<file path="src/rtl/lpc_pkg.sv">
// Shared types and constants for the lidar point covariance pipeline.
package lpc_pkg;

  localparam int COORD_FRAC_BITS = 16;
  localparam int PROD_SHIFT      = 2 * COORD_FRAC_BITS;
  localparam int Z_FILL_RAW      = ((1 << COORD_FRAC_BITS) + 5000) / 10000;
  localparam logic [31:0] Z_FILL = (Z_FILL_RAW == 0) ? 32'd1 : 32'(Z_FILL_RAW);

  localparam int LANES     = 6;   // xx, xy, xz, yy, yz, zz
  localparam int DIV_STEPS = 32;

  localparam logic [LANES-1:0] LANE_DIAG = 6'b101001;

  localparam logic [15:0] RANGING_NOISE_RST = 16'd1311;
  localparam logic [31:0] BEARING_VAR_RST   = 32'd13083;

  localparam logic [47:0]        BEAR_CAP = 48'h8000_0000_0000;
  localparam logic signed [49:0] OUT_MAX  = 50'sh0_7FFF_FFFF_FFFF;
  localparam logic signed [49:0] OUT_MIN  = -50'sh0_8000_0000_0000;

  typedef enum logic [0:0] {
    CFG_RANGING_NOISE    = 1'b0,
    CFG_BEARING_VARIANCE = 1'b1
  } cfg_reg_t;

  typedef struct packed {
    logic signed [31:0] point_x;
    logic signed [31:0] point_y;
    logic signed [31:0] point_z;
  } in_item_t;

  typedef struct packed {
    logic signed [47:0] cov_xx;
    logic signed [47:0] cov_xy;
    logic signed [47:0] cov_xz;
    logic signed [47:0] cov_yy;
    logic signed [47:0] cov_yz;
    logic signed [47:0] cov_zz;
  } out_item_t;

  // one covariance entry on its way through the divider
  typedef struct packed {
    logic [63:0] rem;
    logic [31:0] dvd;
    logic [31:0] quo;
    logic [47:0] bterm;
    logic        neg;
  } div_lane_t;

  typedef struct packed {
    logic [63:0]                 d;
    div_lane_t [LANES-1:0]       lane;
  } div_item_t;

endpackage

</file>
<file path="src/rtl/lpc_back.sv">
// Back stages: quotient rounding, term combination and saturation.
module lpc_back (
  input  logic               clk,
  input  logic               rst_n,
  input  logic               en,
  input  logic               in_valid,
  input  lpc_pkg::div_item_t in_item,
  output logic               out_valid,
  output lpc_pkg::out_item_t out_data
);
  import lpc_pkg::*;

  logic             rnd_valid_r;
  logic [32:0]      t1_r [LANES];
  logic [47:0]      bterm_r [LANES];
  logic [LANES-1:0] neg_r;

  logic             out_valid_r;
  out_item_t        out_data_r;
  out_item_t        out_data_nxt;
  logic signed [47:0] sat [LANES];

  always_comb begin
    logic signed [49:0] t1s;
    logic signed [49:0] bs;
    logic signed [49:0] t;
    for (int k = 0; k < LANES; k++) begin
      t1s = $signed(50'(t1_r[k]));
      bs  = $signed(50'(bterm_r[k]));
      if (LANE_DIAG[k]) begin
        t = t1s + bs;
      end else if (neg_r[k]) begin
        t = bs - t1s;
      end else begin
        t = t1s - bs;
      end
      if (t > OUT_MAX) begin
        sat[k] = OUT_MAX[47:0];
      end else if (t < OUT_MIN) begin
        sat[k] = OUT_MIN[47:0];
      end else begin
        sat[k] = t[47:0];
      end
    end
    out_data_nxt.cov_xx = sat[0];
    out_data_nxt.cov_xy = sat[1];
    out_data_nxt.cov_xz = sat[2];
    out_data_nxt.cov_yy = sat[3];
    out_data_nxt.cov_yz = sat[4];
    out_data_nxt.cov_zz = sat[5];
  end

  always_ff @(posedge clk) begin
    if (!rst_n) begin
      rnd_valid_r <= 1'b0;
      out_valid_r <= 1'b0;
    end else if (en) begin
      rnd_valid_r <= in_valid;
      out_valid_r <= rnd_valid_r;
    end
  end

  always_ff @(posedge clk) begin
    if (en) begin
      for (int k = 0; k < LANES; k++) begin
        // round half away: bump when 2*rem >= d
        t1_r[k] <= {1'b0, in_item.lane[k].quo} +
                   33'({in_item.lane[k].rem, 1'b0} >= {1'b0, in_item.d});
        bterm_r[k] <= in_item.lane[k].bterm;
      end
      for (int k = 0; k < LANES; k++) begin
        neg_r[k] <= in_item.lane[k].neg;
      end
      out_data_r <= out_data_nxt;
    end
  end

  assign out_valid = out_valid_r;
  assign out_data  = out_data_r;

endmodule

</file>
<file path="config.mk">
export PLATFORM = sky130hd
export DESIGN_NAME = lpc_back
export DESIGN_NICKNAME = d
export VERILOG_FILES = /design/src/rtl/lpc_pkg.sv /design/src/rtl/lpc_back.sv
export SDC_FILE = /design/constraint.sdc
export NUM_CORES = 2
export LEC_CHECK = 0
export BUFFER_PORTS_ARGS = -buffer_cell sky130_fd_sc_hd__buf_2
export CORE_AREA = 2 2 550 552
export CTS_CLUSTER_DIAMETER = 60
export DETAILED_ROUTE_END_ITERATION = 8
export DIE_AREA = 0 0 552 554
export GPL_TIMING_DRIVEN = 0
export SLEW_MARGIN = 10
export SYNTH_ARGS = -nofsm -noshare
export SYNTH_HDL_FRONTEND = slang
export SYNTH_SLANG_ARGS = --single-unit
</file>
<file path="constraint.sdc">
create_clock -name clk -period 5 [get_ports clk]
set_input_delay 0.75 -clock clk [delete_from_list [all_inputs] [get_ports clk]]
set_output_delay 0.75 -clock clk [all_outputs]
set_load 0.01 [all_outputs]
</file>
# After elaboration in Yosys (flattened, before gate mapping)
# Memories as Yosys holds them, arrays and structs flattened.
# Index checks and enable logic that the tools add are counted.
word_totals:
  ram_bits: 486
  mem_count: 2
  out_inout_bits: 289
  reg_bits: 295
  inputBits: 1130
classes:
  n_mux: 11
  n_lt_le_gt_ge: 18
  addsub: 15
memory_table:
  columns: ["name", "words", "width", "rd", "rd_ports_with_merged_regs", "write_ports", "line", "source"]
  rows:
  - ["bterm_r", 6, 48, 6, 0, 6, "lpc_back.sv:15", "logic [47:0] bterm_r [LANES];"]
  - ["t1_r", 6, 33, 6, 0, 6, "lpc_back.sv:14", "logic [32:0] t1_r [LANES];"]
ops:
  columns: ["operator", "count"]
  rows:
  - [">= comparator 65 x 64 -> 1 bit", 6]
  - ["less-than comparator 50 x 48 -> 1 bit, second input constant", 6]
  - ["two-way mux 48 bit", 6]
  - ["adder 32 x 1 -> 33 bit", 6]
  - ["> comparator 50 x 48 -> 1 bit, second input constant", 3]
  - ["two-way mux 50 bit", 3]
  - ["adder 33 x 48 -> 49 bit", 3]
  - ["> comparator 49 x 47 -> 1 bit, second input constant", 3]
  - ["subtractor 33 x 48 -> 49 bit", 3]
  - ["subtractor 48 x 33 -> 49 bit", 3]
  - ["two-way mux 1 bit", 2]

# Longest topological paths before layout
# An unclocked memory read counts as a cell.
logic_depth:
  ltp_word: 5
  ltp_mapped: 22

# Worst setup path before layout
# OpenSTA, ideal clock, no wires.
synth_path:
  path_type: "input to register"
  start: "in in_item[1107] (netlist bit)"
  end: "mem t1_r[3][30], data pin"
  t_required_ns: 4.742
  path_stages: 20
  setup_time_ns: 0.258
  arrival_ns: 4.240
  slack_ns: 0.503
  path_cell_list: "inv_1 > ha_1 > nand4_1 > or3_1 > nor4_1 > inv_1 > nor3_1 > nand2_1 > o221ai_1 > o31ai_1 > o2111ai_1 > ha_1 > ha_1 > clkbuf_1 > nand2_1 > nor3_1 > nand3_1 > nor2_1 > nand2_1 > xnor2_1"
synth_lines:
  columns: ["element", "line", "source"]
  rows:
  - ["start: declaration", "lpc_back.sv:7", "input lpc_pkg::div_item_t in_item,"]
  - ["end: declaration", "lpc_back.sv:14", null]

==> flow_summary.yaml <==
floorplanning:
  die_width_um: 552
  dieArea_um2: 306000
  io-pin-count: 1419
  core-area_um2: 299000
  start_util: 0.189
  dieHeight_um: 554
  rows: 201
timing:
  setup_viol: 0
  fmax_mhz: 204
  drv_slew: 0
  skew_ps: 104
  finalCriticalPeriod_ps: 4900
  grt_setup_unrepaired: "yes"
  fin_setup_tns_ps: 0
  setup_ws_ps: 96.8
  hold_violations: 0
  slew_headroom: 0.193
  fin_crit_sh: 0.981
  tightest_slew_ps: 1200
synth:
  yosysTopAreaCell: "edfxtp_1"
  ys_seq_elements: 779
  synth_top_area_frac: 0.412
  syn_area_um2: 56700
  async_flop_share: 0
  syn_avg_cell_area_um2: 9.78
  ys_warn_count: 0
  synth_flop_cell: "edfxtp_1"
  synth_top_cells_by_area: "edfxtp_1 (41%), ha_1 (15%), a21oi_1 (5.5%)"
  synthCells: 5793
  synth_seq_area_share: 0.412
  synth-edff-count: 777
  synth.distinct_cells: 89
global_routing:
  grt_overflow: 0
  grt_max_degree: 114
  grt_util_all_layers: 0.198
  grt_pass1_wl_um: 420000
  grt_antenna_before_repair: 245
  grt_pass1_vias: 51078
clocking:
  clk_pin_slew_ps: 60
  cts_buffers: 118
  clockBufferDepth: 4
  clkSinkCount: 779
  htreeDepth: 3
  cts_tree: "yes"
  clock_latency_ps: 870
  clockRootBuffer: "clkbuf_16"
power_and_ir_drop:
  p_per_area_nw_per_um2: 323
  power.net_switching_mw: 8.71
  p_sw_frac: 0.361
  ir_worst_vdd_mv: 0.350
  intPower_mw: 15.4
  p_seq_frac: 0.356
  leakage_nw: 30.6
  clkPwrFrac: 0.343
  p_comb_frac: 0.301
hold_path:
  hold_path.class: "input pin to flip-flop"
  whs_path_depth: 1
worst_setup_path:
  r2r_cells: 12
  cp-start-kind: "input pin"
  cp-end-kind: "flip-flop"
  cp.required_ps: 5540
  crit_arrival_ps: 5440
  cp_max_fo: 5
  worstSetupPathType: "input pin to flip-flop"
route:
  drt.antenna.violating_nets: 0
  wirelength_um: 316000
  drtIter0Drc: 5852
  wl_per_cell_um: 27.5
  vias_per_cell: 4.67
  vias: 53765
  route.detailed.drc: 0
  drt_pass1_iterations: 6
cells_and_area:
  fillers: 32432
  postLayoutCellArea_um2: 74500
  post-route-util: 0.249
  drive_above_1_share: 0.228
  fin_nets: 9119
  syn2layout_area_growth_pct: 31.5
  final_common_cell: "buf_2"
  layout_common_cells: "buf_2 (1223), edfxtp_1 (777), ha_1 (680)"
place:
  portBuffers: 1223
  place.gp.congestion: 1.01
  place_area_um2: 68200
  place_ws_ps: -3240
  hpwl_um: 267000
outcome:
  status: "finished, final reports clean"
run:
  drv_cap: 0
## final timing paths
check                           slack, ps          start             end
worst min-delay path                   80   in_item[921]  bterm_r[5][35]
worst min register to register        510      out_valid       out_valid
worst max-delay path                  100  in_item[1093]     t1_r[4][28]
worst max register to register        180  bterm_r[0][3]   out_data[277]
## area by class of cell
type                    count  area, um2  area share
repair buffers           1382       8000       0.107
clock inverters            90        878      0.0118
flip-flops and latches    779      23400       0.314
clock buffers             127       3010      0.0404
well taps                3958       4950      0.0664
multi-input cells        4485      31800       0.426
diodes                    169        423     0.00567
plain buffers             169        692     0.00928
inverters                 358       1450      0.0194
## cell usage after synthesis (all sizes together), types with 22 or more instances
cell type,count
o21a,42
and2,22
nor2b,93
xnor2,255
a31oi,37
nor4,39
a211oi,48
inv,357
and4,22
nor3,92
or3,24
a21oi,642
and3,49
clkbuf,160
a21boi,23
o211ai,41
a21o,201
o21bai,60
nor2,355
edfxtp,777
nand4,179
o21ai,395
nand2,493
xor2,169
nand2b,68
o31ai,23
mux2i,33
nand3,140
ha,687
## flip-flops by register name, indices dropped and copies added (netlist names)
register,cells
out_valid,1
rnd_valid_r,1
t1_r,198
out_data,288
neg_r,3
bterm_r,288
## what timing repair did
| action | in CTS | in global routing |
|---|---|---|
| setup endpoints to repair | 217 | 157 |
| pin swaps | 13 | 10 |
| hold buffers | 75 | 0 |
| buffers inserted | 49 | 18 |
| hold endpoints to repair | 75 | 0 |
| resized for setup | 86 | 46 |
| cloned | 0 | 0 |
## layer usage
metal	share of wire	vias to the layer above	GRT usage
li1	-	24767	-
met1	0.39	25575	0.237
met2	0.47	2685	0.335
met3	0.10	624	0.0588
met4	0.043	114	0.0691
met5	0.0032	-	0
## cell families (layout without fill, tap and decap cells)
group                      after synthesis  count (layout)  share of synthesized area
AOI/OAI and AO/OA                     1684            1684                      0.182
xor gates and xnor gates               424             424                     0.0659
adders and majority gates              710             710                      0.157
buffers and inverters                  531            2126                     0.0359
DFF                                    779             779                      0.412
muxes                                   40              40                    0.00722
other                                    1             172                  0.0000662
and+or+nand+nor                       1624            1624                      0.139
## through the flow
| stage | hold WS (ps) | power, mW | instances |
|---|---|---|---|
| after global placement | 494 | 15.8 | 10976 |
| after global routing | 31.7 | 25.2 | 11380 |
| final | 79.5 | 24.1 | 11517 |
| after floorplan | 482 | 12.3 | 5795 |
| after CTS | 2.35 | 24.3 | 11333 |
| after detailed placement | 501 | 15.6 | 10993 |
## power by group through the flow
stage	Sequential, mW	Combinational [mW]	Clock (mW)
2_1_floorplan	8.60	3.74	0
3_3_place_gp	8.87	6.89	0
3_5_place_dp	8.68	6.92	0
4_1_cts	8.57	7.17	8.53
5_1_grt	8.63	7.85	8.76
6_report	8.57	7.26	8.27
## worst max-delay path: stages
cell and delay (ps):
buf_2 100, clkinvlp_4 240, buf_4 280, ha_1 310
nand4_1 90, buf_4 180, nor4_4 250, buf_4 200
nand3_4 260, nor4_4 370, a2111oi_1 110, clkdlybuf4s18_2 280
o2111ai_1 170, ha_4 270, ha_2 260, nand3_1 150
nor3_4 240, and4_2 330, inv_1 90, nor2_4 210
nand3_1 120, xnor2_1 130
No activity file was read; power rests on OpenSTA's default activity.
